--- config.mk ---
export PLATFORM = sky130hd
export DESIGN_NAME = led_pattern_sequencer_unit
export DESIGN_NICKNAME = d
export VERILOG_FILES = /design/src/design/lps_pkg.sv /design/src/design/led_pattern_sequencer_unit.sv
export VERILOG_INCLUDE_DIRS = /design/src /design/src/design
export SDC_FILE = /design/constraint.sdc
export NUM_CORES = 1
export LEC_CHECK = 0
export BUFFER_PORTS_ARGS = -buffer_cell sky130_fd_sc_hd__buf_2
export CORE_ASPECT_RATIO = 1.1
export CORE_UTILIZATION = 25
export DETAILED_ROUTE_END_ITERATION = 8
export PLACE_DENSITY = 0.52
export SLEW_MARGIN = 20
export SYNTH_ARGS = -nofsm -noshare
export SYNTH_HDL_FRONTEND = slang
export SYNTH_SLANG_ARGS = --single-unit
--- constraint.sdc ---
create_clock -name clk_i -period 7 [get_ports clk_i]
set_clock_uncertainty 0.15 [all_clocks]
set_input_delay 1.05 -clock clk_i [delete_from_list [all_inputs] [get_ports clk_i]]
set_output_delay 1.05 -clock clk_i [all_outputs]
set_load 0.02 [all_outputs]
--- src/design/assert_macros.svh ---
// Concurrent assertion helpers, clocked on the rising edge, off while in reset.
`ifndef ASSERT_MACROS_SVH
`define ASSERT_MACROS_SVH

`define LPS_ASSERT(name, clk, rst_n, expr) \
  name: assert property (@(posedge clk) disable iff (!rst_n) (expr)) \
    else $error("assertion failed: expression does not hold");

`define LPS_ASSERT_IMPL(name, clk, rst_n, ante, cons) \
  name: assert property (@(posedge clk) disable iff (!rst_n) (ante) |-> (cons)) \
    else $error("assertion failed: implication does not hold");

`endif

--- src/design/lps_pkg.sv ---
package lps_pkg;

  localparam int unsigned CfgIdxW  = 3;
  localparam int unsigned CfgDataW = 16;
  localparam int unsigned KeyW     = 8;
  localparam int unsigned ModeW    = 4;
  localparam int unsigned StepW    = 5;
  localparam int unsigned TickW    = 16;
  localparam int unsigned DataOutW = 32;

  localparam logic [CfgIdxW-1:0] RegFlashHalf  = 3'd0;
  localparam logic [CfgIdxW-1:0] RegShiftStep  = 3'd1;
  localparam logic [CfgIdxW-1:0] RegSpreadStep = 3'd2;
  localparam logic [CfgIdxW-1:0] RegAuxStep    = 3'd3;
  localparam logic [CfgIdxW-1:0] RegAuxDuty    = 3'd4;
  localparam logic [CfgIdxW-1:0] RegRampStep   = 3'd5;

  localparam logic [TickW-1:0] FlashHalfRst  = 16'd500;
  localparam logic [TickW-1:0] ShiftStepRst  = 16'd250;
  localparam logic [TickW-1:0] SpreadStepRst = 16'd300;
  localparam logic [TickW-1:0] AuxStepRst    = 16'd100;
  localparam logic [7:0]       AuxDutyRst    = 8'd100;
  localparam logic [TickW-1:0] RampStepRst   = 16'd4;

  localparam logic [ModeW-1:0] ModeIdle     = 4'd0;
  localparam logic [ModeW-1:0] ModeFlash    = 4'd1;
  localparam logic [ModeW-1:0] ModeLeft     = 4'd2;
  localparam logic [ModeW-1:0] ModeRight    = 4'd3;
  localparam logic [ModeW-1:0] ModeAux      = 4'd4;
  localparam logic [ModeW-1:0] ModeDiverge  = 4'd5;
  localparam logic [ModeW-1:0] ModeConverge = 4'd6;
  localparam logic [ModeW-1:0] ModePingPong = 4'd7;
  localparam logic [ModeW-1:0] ModeFill     = 4'd8;
  localparam logic [ModeW-1:0] ModeRamp     = 4'd9;

  localparam logic [KeyW-1:0] KeyOne    = 8'h31;
  localparam logic [KeyW-1:0] KeyNine   = 8'h39;
  localparam logic [3:0]      KeyDigitHi = 4'h3;

  localparam logic [7:0] LedsAllOn  = 8'hff;
  localparam logic [7:0] LedsAllOff = 8'h00;
  localparam logic [7:0] DutyMax    = 8'd255;
  localparam logic [7:0] DutyTurn   = 8'd254;

  localparam logic [StepW-1:0] StepsFlash = 5'd2;
  localparam logic [StepW-1:0] StepsAux   = 5'd3;
  localparam logic [StepW-1:0] StepsSpread = 5'd4;
  localparam logic [StepW-1:0] StepsPing  = 5'd16;
  localparam logic [StepW-1:0] StepsWalk  = 5'd8;
  localparam logic [StepW-1:0] FillLast   = 5'd7;

  typedef struct packed {
    logic [ModeW-1:0] active_pattern;
    logic             bypass_on;
    logic [7:0]       pwm_duty;
    logic             pwm_enable;
    logic [2:0]       aux_leds;
    logic             led_port_driven;
    logic [7:0]       led_port;
  } result_t;

  localparam int unsigned ResultW = $bits(result_t);

endpackage

--- src/design/led_pattern_sequencer_unit.sv ---
// LED pattern sequencer. Each request on the slave stream is either a time
// tick (tuser 0) or a key press (tuser 1, ASCII code in tdata), and yields
// exactly one status word on the master stream. A request is accepted in
// every cycle while the skid register is empty: the pattern state is updated
// in a single pass of short logic, and the result lands in an output register
// backed by a one-entry skid register, so the slave side stays ready while
// one result waits on a stalled master side; tready drops only when both are
// full. The user writes step lengths and the pattern-four duty through the
// cfg_* port only while the stream is quiet; the block does not enforce it.
`include "assert_macros.svh"

module led_pattern_sequencer_unit (
  input  logic                           clk_i,
  input  logic                           rst_ni,
  input  logic                           s_axis_tvalid_i,
  output logic                           s_axis_tready_o,
  input  logic [lps_pkg::KeyW-1:0]       s_axis_tdata_i,   // [7:0] key_code
  input  logic                           s_axis_tuser_i,   // [0] action
  output logic                           m_axis_tvalid_o,
  input  logic                           m_axis_tready_i,
  // [7:0] led_port, [8] led_port_driven, [11:9] aux_leds, [12] pwm_enable,
  // [20:13] pwm_duty, [21] bypass_on, [25:22] active_pattern, [31:26] zero
  output logic [lps_pkg::DataOutW-1:0]   m_axis_tdata_o,
  input  logic                           cfg_we_i,
  input  logic [lps_pkg::CfgIdxW-1:0]    cfg_index_i,
  input  logic [lps_pkg::CfgDataW-1:0]   cfg_data_i
);

  logic [lps_pkg::TickW-1:0] flash_half_q, shift_step_q, spread_step_q;
  logic [lps_pkg::TickW-1:0] aux_step_q, ramp_step_q;
  logic [7:0]                aux_duty_q;

  logic [lps_pkg::ModeW-1:0] mode_q, mode_d;
  logic [lps_pkg::StepW-1:0] step_q, step_d;
  logic [lps_pkg::TickW-1:0] tick_q, tick_d;
  logic                      pend_valid_q, pend_valid_d;
  logic [lps_pkg::KeyW-1:0]  pend_key_q, pend_key_d;
  logic [7:0]                ramp_q, ramp_d;
  logic                      falling_q, falling_d;
  logic [7:0]                leds_q, leds_d;
  logic [2:0]                aux_q, aux_d;
  logic [7:0]                duty_q, duty_d;

  logic                      in_fire;
  logic                      do_begin;
  logic [lps_pkg::TickW-1:0] period;
  logic [lps_pkg::StepW-1:0] steps;
  logic [lps_pkg::StepW-1:0] step_nx;
  logic [2:0]                s_nx;
  logic                      pwm;
  lps_pkg::result_t          res;

  logic                      out_valid_q, skid_valid_q;
  lps_pkg::result_t          out_q, skid_q;

  assign s_axis_tready_o = !skid_valid_q;
  assign in_fire         = s_axis_tvalid_i && s_axis_tready_o;

  always_ff @(posedge clk_i or negedge rst_ni) begin
    if (!rst_ni) begin
      flash_half_q  <= lps_pkg::FlashHalfRst;
      shift_step_q  <= lps_pkg::ShiftStepRst;
      spread_step_q <= lps_pkg::SpreadStepRst;
      aux_step_q    <= lps_pkg::AuxStepRst;
      aux_duty_q    <= lps_pkg::AuxDutyRst;
      ramp_step_q   <= lps_pkg::RampStepRst;
    end else if (cfg_we_i) begin
      unique case (cfg_index_i)
        lps_pkg::RegFlashHalf:  flash_half_q  <= cfg_data_i;
        lps_pkg::RegShiftStep:  shift_step_q  <= cfg_data_i;
        lps_pkg::RegSpreadStep: spread_step_q <= cfg_data_i;
        lps_pkg::RegAuxStep:    aux_step_q    <= cfg_data_i;
        lps_pkg::RegAuxDuty:    aux_duty_q    <= cfg_data_i[7:0];
        lps_pkg::RegRampStep:   ramp_step_q   <= cfg_data_i;
        default: ;
      endcase
    end
  end

  always_comb begin
    unique case (mode_q)
      lps_pkg::ModeFlash: period = flash_half_q;
      lps_pkg::ModeLeft, lps_pkg::ModeRight, lps_pkg::ModePingPong: period = shift_step_q;
      lps_pkg::ModeAux: period = aux_step_q;
      lps_pkg::ModeRamp: period = ramp_step_q;
      default: period = spread_step_q;
    endcase
    unique case (mode_q)
      lps_pkg::ModeFlash: steps = lps_pkg::StepsFlash;
      lps_pkg::ModeAux: steps = lps_pkg::StepsAux;
      lps_pkg::ModeDiverge, lps_pkg::ModeConverge: steps = lps_pkg::StepsSpread;
      lps_pkg::ModePingPong: steps = lps_pkg::StepsPing;
      default: steps = lps_pkg::StepsWalk;
    endcase
  end

  always_comb begin
    mode_d       = mode_q;
    step_d       = step_q;
    tick_d       = tick_q;
    pend_valid_d = pend_valid_q;
    pend_key_d   = pend_key_q;
    ramp_d       = ramp_q;
    falling_d    = falling_q;
    leds_d       = leds_q;
    aux_d        = aux_q;
    duty_d       = duty_q;
    do_begin     = 1'b0;
    step_nx      = step_q + 5'd1;

    if (in_fire) begin
      if (s_axis_tuser_i) begin
        if (mode_q == lps_pkg::ModeIdle) begin
          if (s_axis_tdata_i >= lps_pkg::KeyOne && s_axis_tdata_i <= lps_pkg::KeyNine) begin
            mode_d       = s_axis_tdata_i[3:0];
            step_d       = '0;
            tick_d       = '0;
            pend_valid_d = 1'b0;
            ramp_d       = '0;
            falling_d    = 1'b0;
            if (mode_d == lps_pkg::ModeRamp) begin
              duty_d = '0;
            end else begin
              do_begin = 1'b1;
            end
          end
        end else if (!pend_valid_q) begin
          pend_valid_d = 1'b1;
          pend_key_d   = s_axis_tdata_i;
        end
      end else if (mode_q != lps_pkg::ModeIdle) begin
        if ({1'b0, tick_q} + 17'd1 < {1'b0, period}) begin
          tick_d = tick_q + 16'd1;
        end else begin
          tick_d = '0;
          if (mode_q == lps_pkg::ModeRamp) begin
            if (!falling_q) begin
              if (ramp_q >= lps_pkg::DutyTurn) begin
                ramp_d    = lps_pkg::DutyMax;
                falling_d = 1'b1;
              end else begin
                ramp_d = ramp_q + 8'd1;
              end
            end else if (ramp_q <= 8'd1) begin
              ramp_d       = '0;
              falling_d    = 1'b0;
              pend_valid_d = 1'b0;
            end else begin
              ramp_d = ramp_q - 8'd1;
            end
            duty_d = ramp_d;
          end else begin
            unique case (mode_q)
              lps_pkg::ModeLeft, lps_pkg::ModeRight, lps_pkg::ModeDiverge,
              lps_pkg::ModeConverge, lps_pkg::ModePingPong: leds_d = lps_pkg::LedsAllOff;
              lps_pkg::ModeAux: aux_d = aux_q | (3'd1 << step_q[1:0]);
              lps_pkg::ModeFill: begin
                if (step_q >= lps_pkg::FillLast) leds_d = lps_pkg::LedsAllOff;
              end
              default: ;
            endcase
            do_begin = 1'b1;
            if (step_nx >= steps) begin
              step_nx = '0;
              if (pend_valid_q) begin
                pend_valid_d = 1'b0;
                if (pend_key_q > {lps_pkg::KeyDigitHi, mode_q}) begin
                  if (mode_q == lps_pkg::ModeAux) aux_d = '0;
                  mode_d   = lps_pkg::ModeIdle;
                  do_begin = 1'b0;
                end
              end
            end
            step_d = step_nx;
          end
        end
      end
    end

    s_nx = step_d[2:0];
    if (do_begin) begin
      unique case (mode_d)
        lps_pkg::ModeFlash:
          leds_d = (step_d != '0) ? lps_pkg::LedsAllOff : lps_pkg::LedsAllOn;
        lps_pkg::ModeLeft: leds_d = 8'd1 << s_nx;
        lps_pkg::ModeRight: leds_d = 8'h80 >> s_nx;
        lps_pkg::ModeAux: begin
          if (step_d == '0) duty_d = aux_duty_q;
          aux_d = aux_d & ~(3'd1 << step_d[1:0]);
        end
        lps_pkg::ModeDiverge:
          leds_d = (8'd1 << (3'd3 - s_nx)) | (8'd1 << (3'd4 + s_nx));
        lps_pkg::ModeConverge: leds_d = (8'd1 << s_nx) | (8'h80 >> s_nx);
        lps_pkg::ModePingPong:
          leds_d = (step_d < 5'd8) ? (8'd1 << s_nx) : (8'h80 >> s_nx);
        lps_pkg::ModeFill: leds_d = leds_d | (8'd1 << s_nx);
        default: ;
      endcase
    end

    pwm                 = (mode_d == lps_pkg::ModeAux) || (mode_d == lps_pkg::ModeRamp);
    res.led_port        = leds_d;
    res.led_port_driven = !pwm;
    res.aux_leds        = aux_d;
    res.pwm_enable      = pwm;
    res.pwm_duty        = duty_d;
    res.bypass_on       = pwm;
    res.active_pattern  = mode_d;
  end

  always_ff @(posedge clk_i or negedge rst_ni) begin
    if (!rst_ni) begin
      mode_q       <= lps_pkg::ModeIdle;
      step_q       <= '0;
      tick_q       <= '0;
      pend_valid_q <= 1'b0;
      pend_key_q   <= '0;
      ramp_q       <= '0;
      falling_q    <= 1'b0;
      leds_q       <= '0;
      aux_q        <= '0;
      duty_q       <= '0;
    end else begin
      mode_q       <= mode_d;
      step_q       <= step_d;
      tick_q       <= tick_d;
      pend_valid_q <= pend_valid_d;
      pend_key_q   <= pend_key_d;
      ramp_q       <= ramp_d;
      falling_q    <= falling_d;
      leds_q       <= leds_d;
      aux_q        <= aux_d;
      duty_q       <= duty_d;
    end
  end

  always_ff @(posedge clk_i or negedge rst_ni) begin
    if (!rst_ni) begin
      out_valid_q  <= 1'b0;
      skid_valid_q <= 1'b0;
    end else if (!out_valid_q || m_axis_tready_i) begin
      if (skid_valid_q) begin
        out_valid_q  <= 1'b1;
        skid_valid_q <= 1'b0;
      end else begin
        out_valid_q <= in_fire;
      end
    end else if (in_fire) begin
      skid_valid_q <= 1'b1;
    end
  end

  always_ff @(posedge clk_i) begin
    if (!out_valid_q || m_axis_tready_i) begin
      if (skid_valid_q) begin
        out_q <= skid_q;
      end else if (in_fire) begin
        out_q <= res;
      end
    end else if (in_fire) begin
      skid_q <= res;
    end
  end

  assign m_axis_tvalid_o = out_valid_q;
  assign m_axis_tdata_o  = {{(lps_pkg::DataOutW - lps_pkg::ResultW){1'b0}}, out_q};

  `LPS_ASSERT(a_skid_needs_out, clk_i, rst_ni, !skid_valid_q || out_valid_q)
  `LPS_ASSERT(a_mode_range, clk_i, rst_ni, mode_q <= lps_pkg::ModeRamp)
  `LPS_ASSERT_IMPL(a_pend_only_running, clk_i, rst_ni, pend_valid_q, mode_q != lps_pkg::ModeIdle)
  `LPS_ASSERT_IMPL(a_step_bound, clk_i, rst_ni, mode_q != lps_pkg::ModePingPong, step_q < 5'd8)

endmodule
Word level (Yosys, flattened, before mapping)
Index checks and enable logic that the tools add are counted.
- $add $sub $neg: 7
- mux-type cells: 101
- bitwise logic cells: 9
- equality and inequality tests: 30
- reduce and logical (&&, ||, !) cells: 32
- shift operators: 6
- $lt $le $gt $ge: 9
- operator list (operator ; count):
    8-bit two-way mux ; 29
    16-bit two-way mux ; 5
    16-bit case mux with 4 select lines ; 1
    8-bit case mux with 7 select lines ; 1
    26-bit two-way mux ; 2
    4-bit two-way mux ; 10
    5-bit two-way mux ; 8
    3-bit two-way mux ; 12
    4-bit by 3-bit equality test with 1-bit output, second input constant ; 8
    1-bit two-way mux ; 31
    8-bit OR ; 3
    1-bit by 3-bit << shifter with 8-bit output, first input constant ; 3
    4-bit equality test, second input constant ; 5
    5-bit case mux with 4 select lines ; 1
    16-bit by 1-bit adder with 17-bit output, second input constant ; 1
    17-bit by 16-bit < comparator with 1-bit output ; 1
    16-bit by 1-bit adder with 16-bit output, second input constant ; 1
    4-bit by 2-bit equality test with 1-bit output, second input constant ; 4
    8-bit case mux with 2 select lines ; 1
    2-bit AND reduction ; 8
    8-bit by 1-bit adder with 8-bit output, second input constant ; 1
    4-bit by 1-bit equality test with 1-bit output, second input constant ; 2
    8-bit by 6-bit >= comparator with 1-bit output, second input constant ; 1
    8-bit >= comparator, second input constant ; 1
    other kinds (39) ; 54
- logic and storage cells: 225
- output and inout bits: 34
- bits in registers: 203

Depth between registers and ports, before layout
Gate-level depths: netlist of the first run.
- depth after elaboration: 17
- gate-level depth with buffers: 21
- gate-level depth less buffers: 18

Worst setup path before layout of the first run
OpenSTA, ideal clock, no wires.
- path kind: register to register
- from: register mode_q[3] in the netlist's numbering
- to: register out_q, in the netlist m_axis_tdata_o[20], data pin
- path slack: 1968 ps
- data required time: 6590 ps
- cell stages (with the launch flop): 21
- arrival time: 4622 ps
- path through: dfrtp_1 -> buf_2 -> clkinv_1 -> nor3_1 -> clkbuf_1 -> clkbuf_1 -> a222oi_1 -> nand3_1 -> o21ai_0 -> ha_1 -> nand4_1 -> or2_2 -> nor3_1 -> and3_4 -> buf_6 -> nor2_2 -> o31ai_1 -> or3b_4 -> nor2_8 -> mux2_4 -> mux2_2
- longest elaborated chain between the ends: 16
- elaborated cells on any way between the ends: 56
- classes of those cells: order compare (3); eq/ne (9); mux (39); reduce/logical (5)
- ends and longest elaborated chain (what ; line ; RTL):
    start, declared ; led_pattern_sequencer_unit.sv:33 ; logic [lps_pkg::ModeW-1:0] mode_q, mode_d;
    start signal, assigned ; led_pattern_sequencer_unit.sv:213 ; mode_q <= lps_pkg::ModeIdle;
    start signal, assigned ; led_pattern_sequencer_unit.sv:224 ; mode_q <= mode_d;
    parallel branches: the longest is 13 deep, another holds 17-bit by 16-bit < comparator with 1-bit output ; - ;
    8-bit two-way mux (*) ; led_pattern_sequencer_unit.sv:181 ; if (do_begin) begin
    via duty_d[7] ; led_pattern_sequencer_unit.sv:42 ; logic [7:0] duty_q, duty_d;
    26-bit two-way mux (*) ; led_pattern_sequencer_unit.sv:257 ; end else if (in_fire) begin
    26-bit two-way mux (*) ; led_pattern_sequencer_unit.sv:255 ; if (skid_valid_q) begin
    end signal, assigned ; led_pattern_sequencer_unit.sv:256 ; out_q <= skid_q;
    end signal, assigned ; led_pattern_sequencer_unit.sv:258 ; out_q <= res;
    end, declared ; led_pattern_sequencer_unit.sv:54 ; lps_pkg::result_t out_q, skid_q;
Mark *: on every way through the listed nets, which the timed path passes. The select of a mux whose other input is x is not followed.
A chain may end at the register's enable or synchronous reset.

Worst setup path after layout of the first run
- from: register mode_q[0] in the netlist's numbering
- to: register out_q, in the netlist m_axis_tdata_o[14], data pin
Same word-level chain as after synthesis.

==> results.md, run 1 <==
* Status: complete, no violations
* Rows at 79
* Global-route wire length before repair at 44000 um
* Synth-to-Final Area Change at 15.5%
* Clock Pin Slew Worst Setup and Hold Paths at 0.07 ns
* Worst stage delay on the critical path at 0.73 ns
* Via count at 7880
* Yosys synthesis warning count at 0
* Height of the die at 220 um
* Ys flop type: dfrtp_1
* Final wirelength at 27300 um
* # IOs at 67
* Vias in the first global route at 7743
* Slew @ Worst Pin at 1.10 ns
* HPWL Detailed at 18800 um
* Pin count of the biggest net entering global routing at 86
* Initial DRT Pass Iterations at 6
* All-Layer GR Usage at 12.3%
* Worst vdd ir at 0.139 mV
* Postcts setup bufs at 0
* Share of layout cells above drive strength 1 at 27.1%
* Crit path cell chain: nand2b_1 > a21oi_1 > or3_1 > o21ai_0 > ha_1 > nand3_1 > or2_2 > nor3_1 > and3_4 > nor2_2 > o31ai_1 > or3b_4 > nor2_8 > mux2_4 > mux2_4
* Initial antenna violation count at 0
* Final Hold Fails at 0
* Final setup viols at 0
* Post-synthesis cell count at 992
* Skew-Pair Late Insertion Delay at 0.53 ns
* Startpoint types: flip-flop
* Max-cap check violation count at 0
* Pleak at 5.10 nW
* DR vias/cell at 4.85
* DRC violations left at 0
* Setup_tns at 0 ns
* Critical-path maximum fanout at 30
* Register area share after synthesis at 49.3%
* Pre-CTS setup slack at 1.09 ns
* CTS tree: done
* Clk sinks at 202
* Largest delay share family, worst path: simple AND/OR/NAND/NOR gates
* Avg Inst Size Synth at 10.9 um2
* Post-cts hold buffer count at 0
* Ant. Diodes at 0
* Root Buffer: clkbuf_16
* Required @ worst endpoint at 7.12 ns
* #FFs+latches synth at 202
* Cells after DPL at 1582
* Netlist cell types at 87
* CP arrival at 6.03 ns
* RSZ-0062 raised after global routing: false
* Crit path capture type: flip-flop
* CTS Buf Count at 25
* Port bufs at 60
* Final worst setup slack at 1.09 ns
* Final std cells w/o fill at 1626
* Crit share post-route at 84.4%
* CTS max path bufs at 3
* FFs w/ async S/R, synth at 75.2%
* Initial Util at 25.4%
* Buf+Inv Stages, Crit Path at 0
* Power Dens Cells at 290 nW/um2
* Slowest cell on crit path: or3_1
* Core footprint at 42500 um2
* Post-Syn Area at 10800 um2
* Grt ovf at 0
* CP Class: reg2reg
* CP most frequent cell: mux2_4
* Worst hold-check path type: reg2reg
* Slew Viols, Final at 0
* Post-CTS sizing at 0
* Antenna-violating nets left at 0
* Die X at 200 um
* Slew headroom at 26.2%
* Finished Core Util at 29.4%
* Minimum clock period at 5.91 ns
* Starting DRT DRC Count at 695
* Fin nets at 1108
* Post-synth EDFFs at 50
* CTS H-tree lvls at 1
* Fmax at 169 MHz
* Gpl congestion at 0.850
* Wirelength per Cell at 16.8 um
* Die Footprint at 44100 um2
[sequential cells by signal, indices dropped and copies added (netlist names), 3 cells and up]
name            flops
m_axis_tdata_o     25
skid_q             25
aux_step_q         16
flash_half_q       16
ramp_step_q        16
shift_step_q       16
spread_step_q      16
tick_q             16
aux_duty_q          8
duty_q              8
leds_q              8
pend_key_q          8
ramp_q              8
step_q              5
mode_q              4
aux_q               3
[cell usage in the layout, fill, tap and decap left out, types with 12 or more instances in the layout]
| master | synthesis | layout |
|---|---|---|
| edfxtp_1 | 50 | 50 |
| buf_2 | 10 | 59 |
| clkbuf_16 | 0 | 25 |
| a21oi_1 | 42 | 42 |
| nor3_1 | 24 | 21 |
| nor2_1 | 39 | 38 |
| nand3_1 | 47 | 47 |
| nand2b_1 | 15 | 15 |
| a222oi_1 | 15 | 15 |
| dfrtp_1 | 129 | 129 |
| mux2_4 | 15 | 15 |
| dfstp_2 | 23 | 23 |
| ha_1 | 33 | 33 |
| nand2_1 | 106 | 106 |
| inv_1 | 19 | 19 |
| mux2_2 | 101 | 101 |
| a31oi_1 | 12 | 12 |
| o21ai_0 | 76 | 76 |
| buf_4 | 7 | 13 |
[cell families (layout without fill, tap and decap cells)]
logic type | count (synthesis) | in the layout | share of synthesized area (%)
other cells | 1 | 6 | 0.0347
mux | 122 | 122 | 13.2
xor+xnor | 21 | 21 | 1.70
compound gates | 237 | 237 | 15.0
flops | 202 | 202 | 49.3
fa+ha+maj | 33 | 33 | 3.82
buf+inv | 77 | 139 | 3.24
simple gates | 299 | 299 | 13.7
[cell usage after synthesis, drive strengths merged, types with 3 or more instances]
cell | instances | area, um2
buf | 23 | 148
o31ai | 10 | 75.1
a21o | 9 | 67.6
nor2 | 42 | 179
xor2 | 10 | 87.6
o211a | 6 | 60.1
a221oi | 3 | 26.3
or4 | 3 | 22.5
nor4 | 5 | 31.3
and2 | 6 | 37.5
a21oi | 43 | 219
edfxtp | 50 | 1500
or2 | 4 | 27.5
dfstp | 23 | 604
or3 | 4 | 30.0
dfrtp | 129 | 3230
nor2b | 9 | 56.3
o21a | 9 | 67.6
and3 | 12 | 80.1
o32ai | 4 | 42.6
clkbuf | 32 | 120
inv | 21 | 78.8
a22oi | 3 | 27.5
nand2 | 107 | 404
nand2b | 15 | 93.8
ha | 33 | 413
mux2 | 116 | 1360
a31oi | 12 | 75.1
o22ai | 4 | 31.3
nand3 | 48 | 245
o221ai | 4 | 47.6
mux2i | 6 | 60.1
nor3 | 25 | 130
nand4 | 9 | 56.3
o21ai | 82 | 410
xnor2 | 11 | 96.3
nor3b | 3 | 22.5
o211ai | 5 | 37.5
a222oi | 15 | 150
a22o | 5 | 52.6
[metrics by stage]
| stage | total power, mW | hold WS, ns | instance area, um2 |
|---|---|---|---|
| 2_1_floorplan | 2.14 | 0.309 | 10800 |
| 3_3_place_gp | 2.37 | 0.330 | 11700 |
| 3_5_place_dp | 2.39 | 0.341 | 11700 |
| 4_1_cts | 3.66 | 0.354 | 12500 |
| 5_1_grt | 3.84 | 0.360 | 12500 |
| 6_report | 3.62 | 0.351 | 12500 |
[routing by layer]
layer  vias to the layer above  GRT usage [%]  share of wire, %
met5                         -              0                 0
met4                         0           2.67               1.8
met3                        42           2.18               5.1
met2                       200           20.5                46
met1                      3858           16.7                47
li1                       3780              -                 -
[path summary, 6_finish.rpt]
kind                             startpoint            endpoint  slack (ns)  cells past startpoint
max                               mode_q[0]  m_axis_tdata_o[14]        1.09                     15
min                        spread_step_q[7]    spread_step_q[7]        0.35                      1
max reg2reg                       mode_q[0]  m_axis_tdata_o[14]        1.09                     15
min reg2reg                spread_step_q[7]    spread_step_q[7]        0.35                      1
max in group asynchronous            rst_ni     shift_step_q[0]        4.81                      2
min in group asynchronous            rst_ni    shift_step_q[10]        0.46                      1
[layout make-up]
cell class | instances | area [um2]
clock inverters | 12 | 118
inverters | 22 | 82.6
repair buffers | 73 | 404
fillers | 4441 | 30000
multi-input cells | 718 | 5170
flip-flops and latches | 202 | 5330
clock buffers | 32 | 672
well taps | 567 | 709
[power breakdown]
| part | total (mW) | switching [mW] | internal, mW |
|---|---|---|---|
| logic | 0.820 | 0.473 | 0.346 |
| registers | 1.55 | 0.128 | 1.43 |
| clock network | 1.25 | 0.501 | 0.749 |
Note: power is estimated with default switching activity, not from simulation.
==> run 2, diff against run 1 <==
--- a/config.mk
+++ b/config.mk
@@ -6,11 +6,12 @@
 export SDC_FILE = /design/constraint.sdc
 export NUM_CORES = 1
 export LEC_CHECK = 0
+export ABC_AREA = 1
 export BUFFER_PORTS_ARGS = -buffer_cell sky130_fd_sc_hd__buf_2
 export CORE_ASPECT_RATIO = 1.1
 export CORE_UTILIZATION = 25
 export DETAILED_ROUTE_END_ITERATION = 8
-export PLACE_DENSITY = 0.52
+export PLACE_DENSITY = 0.53
 export SLEW_MARGIN = 20
 export SYNTH_ARGS = -nofsm -noshare
 export SYNTH_HDL_FRONTEND = slang
==> constraint.sdc (replaced) <==
create_clock -name clk_i -period 5.2 [get_ports clk_i]
set_clock_uncertainty 0.15 [all_clocks]
set_input_delay 0.78 -clock clk_i [delete_from_list [all_inputs] [get_ports clk_i]]
set_output_delay 0.78 -clock clk_i [all_outputs]
set_load 0.02 [all_outputs]
==> run 2 against run 1 <==
Global-route usage grew 0.68 points. Die area shrank 1.3%. Clock-buffer cell count grew 2. Final cell count grew 17%. Critical path depth grew 11. Sequential share of layout area grew 0.15 points. Setup slack lost 0.61 ns. Power grew 52%. Flip-flop and latch count is the same. Via count grew 10%. Fmax grew 25%. Core utilization grew 0.11 points. Critical path type unchanged. Critical endpoint is now m_axis_tdata_o[10]. Largest cell class unchanged. Largest power group unchanged. Highest routed layer unchanged.
==> results.md, run 2 <==
* Post-synthesis compound-gate area fraction at 13.0% (-2.0 points)
* Required @ worst endpoint at 5.30 ns (-1.82 ns)
* CP arrival at 4.82 ns (-1.21 ns)
* Pwr Total at 5.50 mW (+52%)
* Initial DRT Pass Iterations at 8 (+2)
* Initial Util at 25.3% (-0.15 points)
* Crit path capture type: flip-flop
* Worst vdd ir at 0.262 mV (+89%)
* Vias in the first global route at 8658 (+12%)
* Max-cap check violation count at 0 (unchanged)
* Slew @ Worst Pin at 1.08 ns (-0.0166 ns)
* Post-synthesis mux area share at 0.305% (-13 points)
* Power Dens Cells at 442 nW/um2 (+52%)
* Post-synth EDFFs at 50 (unchanged)
* CP Class: reg2reg
* Fill count at 4528 (+2.0%)
* Global-route wire length before repair at 45500 um (+3.5%)
* Startpoint types: flip-flop
* Pin count of the biggest net entering global routing at 94 (+9.3%)
* CTS H-tree lvls at 1 (unchanged)
* CTS tree: done
* CTS max path bufs at 3 (unchanged)
* Fin nets at 1389 (+25%)
* Ant. Diodes at 0 (unchanged)
* DR vias/cell at 4.56 (-5.9%)
* Post-Syn Area at 10700 um2 (-1.3%)
* Postcts setup bufs at 0 (unchanged)
* Crit share post-route at 90.8% (+6.3 points)
* Area of placed instances at 11600 um2 (-0.49%)
* Post-synth top area share at 30.2% (+0.39 points)
* Root Buffer: clkbuf_16
* Core footprint at 42200 um2 (-0.70%)
* Fmax at 212 MHz (+25%)
* RSZ-0062 raised after global routing: false
* Dominant cell type by area after synthesis: dfrtp_1
* Register area share after synthesis at 50.0% (+0.65 points)
* Skew-Pair Late Insertion Delay at 0.52 ns (about the same)
* Wirelength per Cell at 14.5 um (-14%)
* Ys flop type: dfrtp_1
* Rows at 79 (unchanged)
* Final Hold Fails at 0 (unchanged)
* Simple logic cell fraction of the synthesized area at 25.2% (+11 points)
* Worst hold-check path type: in2async
* Slew Viols, Final at 0 (unchanged)
* Synth-to-Final Area Change at 16.7%
* Via count at 8699 (+10%)
* HPWL Detailed at 19800 um (+5.3%)
* Adder-Cell Fraction of Synth Area at 3.87% (+0.050 points)
* Grt ovf at 0 (unchanged)
* FFs w/ async S/R, synth at 75.2% (unchanged)
* Height of the die at 219 um (-0.64%)
* Synth Area in XOR/XNOR at 1.31% (-0.39 points)
* #FFs+latches synth at 202 (unchanged)
* Critical-path maximum fanout at 18 (-40%)
* CTS Buf Count at 24 (-4.0%)
* Minimum clock period at 4.72 ns (-1.19 ns)
* Top post-synthesis cells by count: nand2_1, o21ai_0, dfrtp_1
* Slew headroom at 27.6% (+1.4 points)
* Most common cell after layout, fill and taps aside: nand2_1
* Gpl congestion at 0.879 (+3.3%)
* Largest family of logic cells by synthesized area: simple AND/OR/NAND/NOR gates
* Clock Pin Slew Worst Setup and Hold Paths at 0.06 ns (about the same)
* Final wirelength at 27700 um (+1.3%)
* Netlist cell types at 50 (-43%)
* Status: complete, no violations
* Antenna-violating nets left at 0 (unchanged)
* Final Instance Area at 12500 um2 (-0.34%)
* R2R cell count at 26 (+11)
* Pleak at 5.60 nW (+9.8%)
* Yosys synthesis warning count at 0 (unchanged)
* Most frequent cells in the layout: nand2_1, o21ai_0, dfrtp_1
* Setup_tns at 0 ns (unchanged)
* # IOs at 67 (unchanged)
* Die Footprint at 43500 um2 (-1.3%)
* Port bufs at 60 (unchanged)
* Clk sinks at 202 (unchanged)
* Initial antenna violation count at 0 (unchanged)
* Die X at 199 um (-0.64%)
* Synth area leaders: dfrtp_1, edfxtp_1, nand2_1, o21ai_0, dfstp_2
* Final setup viols at 0 (unchanged)
* Top-count cell post-synth: nand2_1
* DRC violations left at 0 (unchanged)
* Post-synthesis cell count at 1261 (+27%)
* Avg Inst Size Synth at 8.46 um2 (-22%)
* Starting DRT DRC Count at 541 (-22%)
* Share of layout cells above drive strength 1 at 16.2% (-11 points)
* All-Layer GR Usage at 13.0% (+0.68 points)
## run 2: cell count changes in the layout (fill, tap and decap cells not counted), sizes merged, moves of 15 or more
cell | previous run | this run
a21oi | 43 | 28
a222oi | 15 | 0
inv | 21 | 122
mux2 | 116 | 2
nand2 | 107 | 345
nand2b | 15 | 0
nand3 | 48 | 100
nand4 | 9 | 26
nor2 | 42 | 98
o21ai | 82 | 147
## run 2: through the flow
step / worst slack (ns) / std cells / utilization [%] / hold slack, ns
floorplan: 1.01 / 1266 / - / 0.298
global placement: 0.425 / 1864 / 27.6 / 0.312
detailed placement: 0.361 / 1864 / 27.6 / 0.318
CTS: 0.322 / 1908 / 29.5 / 0.246
global route: 0.00622 / 1908 / 29.5 / 0.284
finish: 0.481 / 1908 / 29.5 / 0.216
## run 2: cells by family (layout without fill, tap and decap cells)
family,Yosys count,in the layout
compound gates,244,244
flops,202,202
xor+xnor,16,16
buf+inv,171,246
mux,3,3
other cells,1,6
fa+ha+maj,33,33
simple gates,591,591
## run 2: routing by layer
layer	wire length (um)	share of wire [%]	track usage, %	up-vias
met5	0	0	0	-
met4	488	1.8	3.03	0
met3	1020	3.7	1.68	34
met2	12800	46	21.8	190
met1	13400	48	17.7	4114
li1	-	-	-	4361
## run 2: repair_timing
action                                  4_1_cts  5_1_grt
hold buffers                                  0        0
gates resized for setup                       0        4
endpoints found under the setup margin        0       34
## run 2: where the power goes
part	total, mW	switching [mW]	internal [mW]
Combinational	1.65	1.10	0.550
Clock	1.68	0.661	1.02
Sequential	2.17	0.193	1.97
## run 2: final cells by class
cell class	instances	area, um2	share of cell area [%]
clock buffers	34	689	5.54
well taps	567	709	5.70
multi-input cells	893	4700	37.8
repair buffers	78	442	3.55
flip-flops and latches	202	5330	42.8
inverters	124	469	3.77
clock inverters	10	106	0.854
## run 2: critical path, cell delays in order (launching register included)
cell	delay [ns]
dfrtp_1	0.52
nor2_4	0.19
inv_2	0.07
nor2_4	0.31
nor2_2	0.09
nand2_1	0.09
buf_4	0.24
nand4_1	0.13
o21ai_0	0.15
ha_1	0.30
nand2_1	0.07
nand2_1	0.05
nand2_1	0.05
nand2_1	0.06
nand2_1	0.06
a21oi_1	0.07
nor2_2	0.23
nand2_4	0.14
nand3_2	0.10
nand2_1	0.14
inv_2	0.13
nand3_4	0.09
or2_4	0.30
nor2_8	0.17
inv_1	0.05
o21ai_0	0.32
o21ai_0	0.13
## run 2: path summary, 6_finish.rpt
path	startpoint	to	slack (ns)
max	mode_q[3]	m_axis_tdata_o[10]	0.48
min	rst_ni	flash_half_q[11]	0.22
max reg2reg	mode_q[3]	m_axis_tdata_o[10]	0.48
min reg2reg	spread_step_q[15]	spread_step_q[15]	0.32
max in group asynchronous	rst_ni	shift_step_q[7]	3.60
min in group clk_i	spread_step_q[15]	spread_step_q[15]	0.32
==> run 3, diff against run 2 <==
--- a/config.mk
+++ b/config.mk
@@ -9,9 +9,9 @@
 export ABC_AREA = 1
 export BUFFER_PORTS_ARGS = -buffer_cell sky130_fd_sc_hd__buf_2
 export CORE_ASPECT_RATIO = 1.1
+export CORE_MARGIN = 4
 export CORE_UTILIZATION = 25
 export DETAILED_ROUTE_END_ITERATION = 8
-export PLACE_DENSITY = 0.53
 export SLEW_MARGIN = 20
 export SYNTH_ARGS = -nofsm -noshare
 export SYNTH_HDL_FRONTEND = slang
==> run 3 against run 2 <==
Via count rose by 1.2%. Fmax rose by 1.1%. Die area rose by 5.8%. Global-route usage fell by 1.2 points. Sequential share of layout area barely moved. Largest cell class unchanged. Largest power group unchanged. First-iteration DRC count fell by 11%. Register-to-register slack improved by 0.05 ns. Sequential power barely moved.
==> results.md, run 3 (synthesis results as in run 2) <==
* Status: complete, no violations
* Critical-path maximum fanout at 9 (-9)
* Largest delay share family, worst path: simple AND/OR/NAND/NOR gates
* Met1 usage at 16.5% (-1.1 points)
* Via count at 8804 (+1.2%)
* CP arrival at 4.79 ns (-0.03 ns)
* CTS tree: done
* Most common cell after layout, fill and taps aside: nand2_1
* Gpl congestion at 0.891 (+1.4%)
* Setup_tns at 0 ns (unchanged)
* CTS Buf Count at 23 (-4.2%)
* Die X at 205 um (+3.0%)
* Rows at 79 (unchanged)
* Initial Util at 25.3% (unchanged)
* Slew Viols, Final at 0 (unchanged)
* Core footprint at 42200 um2 (unchanged)
* Vias in the first global route at 8595 (-0.73%)
* Pleak at 5.59 nW (-0.21%)
* GR peak layer: met2
* HPWL Detailed at 19900 um (+0.70%)
* Crit share post-route at 89.7% (-1.0 points)
* Slew headroom at 28.5% (+0.82 points)
* All-Layer GR Usage at 11.8% (-1.2 points)
* DRC violations left at 0 (unchanged)
* Ant. Diodes at 0 (unchanged)
* Worst hold-check path type: in2async
* CTS max path bufs at 3 (unchanged)
* Wirelength per Cell at 14.5 um (-0.20%)
* Required @ worst endpoint at 5.32 ns (+0.02 ns)
* Final setup viols at 0 (unchanged)
* Final Hold Fails at 0 (unchanged)
* Grt ovf at 0 (unchanged)
* Most frequent cells in the layout: nand2_1, o21ai_0, dfrtp_1
* Met2 usage at 19.5% (-2.3 points)
* DR vias/cell at 4.62 (+1.4%)
* # IOs at 67 (unchanged)
* Antenna-violating nets left at 0 (unchanged)
* GR Layer Usage met3 at 1.66% (-0.024 points)
* Pin count of the biggest net entering global routing at 75 (-20%)
* Fmax at 214 MHz (+1.1%)
* CP Class: reg2reg
* Startpoint types: flip-flop
* Skew-Pair Late Insertion Delay at 0.53 ns (about the same)
* CTS H-tree lvls at 1 (unchanged)
* CP most frequent cell: nand2_1
* Buf+Inv Stages, Crit Path at 3 (-1)
* Clock Pin Slew Worst Setup and Hold Paths at 0.06 ns (about the same)
* Slew @ Worst Pin at 1.07 ns (-0.0122 ns)
* Crit path capture type: flip-flop
* Share of layout cells above drive strength 1 at 16.2% (+0.036 points)
* Clk sinks at 202 (unchanged)
* Height of the die at 225 um (+2.7%)
* Minimum clock period at 4.67 ns (-0.0529 ns)
* Power Dens Cells at 440 nW/um2 (-0.52%)
* Max-cap check violation count at 0 (unchanged)
* Post-cts hold buffer count at 0 (unchanged)
* Slowest cell on crit path: dfrtp_1
* Port bufs at 60 (unchanged)
* Initial DRT Pass Iterations at 5 (-3)
* Initial antenna violation count at 0 (unchanged)
* Final wirelength at 27600 um (-0.36%)
* Global-route wire length before repair at 45100 um (-0.94%)
* Fin Hold WS at 0.131 ns (-0.0855 ns)
* Root Buffer: clkbuf_16
* Starting DRT DRC Count at 484 (-11%)
* Synth-to-Final Area Change at 16.6% (about the same)
* Worst vdd ir at 0.238 mV (-8.9%)
* Worst stage delay on the critical path at 0.41 ns (-0.11 ns)
* Fin nets at 1387 (-0.14%)
* RSZ-0062 raised after global routing: false
* Die Footprint at 46100 um2 (+5.8%)
[run 3: cell type report]
class                      count  area [um2]
fill                        4507       29800
inverter                     124         467
sequential                   202        5330
clock inverter                 9         108
clock buffer                  33         684
multi-input combinational    893        4710
timing repair buffer          77         434
tap                          567         709
[run 3: repair_timing]
item                       in CTS  in global routing
setup endpoints to repair       0                 10
setup buffers                   0                  0
gates resized for setup         0                  3
[run 3: through the flow]
step	worst slack, ns	power [mW]	utilization [%]	instances	instance area (um2)
after CTS	0.377	5.52	29.4	1905	12400
after global routing	0.0417	5.85	29.5	1905	12400
after floorplan	1.01	3.33	-	1266	10700
after global placement	0.512	3.78	27.6	1863	11600
after detailed placement	0.417	3.82	27.6	1863	11600
final	0.533	5.47	29.5	1905	12400
[run 3: worst paths after layout]
| check | startpoint | end | slack (ns) | cells after the start |
|---|---|---|---|---|
| setup / recovery | tick_q[0] | m_axis_tdata_o[3] | 0.53 | 32 |
| hold / removal | rst_ni | shift_step_q[9] | 0.13 | 1 |
| setup reg to reg | tick_q[0] | m_axis_tdata_o[3] | 0.53 | 32 |
| hold reg to reg | spread_step_q[15] | spread_step_q[15] | 0.33 | 2 |
| max in group asynchronous | rst_ni | ramp_q[1] | 3.69 | 2 |
| min in group clk_i | spread_step_q[15] | spread_step_q[15] | 0.33 | 2 |
[run 3: worst register-to-register path, delay by kind of cell, from the launching register on]
family	cells	cell delay, ns
flops	1	0.41
xor+xnor	1	0.19
buf+inv	3	0.21
fa+ha+maj	1	0.29
simple gates	26	2.95
compound gates	1	0.21
[run 3: report_power, final]
part           internal [mW]  total [mW]  switching [mW]
registers               1.97        2.17           0.194
clock network           1.02        1.68           0.660
logic                  0.549        1.63            1.08
total                   3.54        5.47            1.93
[run 3: metal layers]
| metal | part of all wire, % | vias up |
|---|---|---|
| li1 | - | 4360 |
| met1 | 47 | 4197 |
| met2 | 46 | 205 |
| met3 | 4.4 | 42 |
| met4 | 1.9 | 0 |
| met5 | 0 | - |
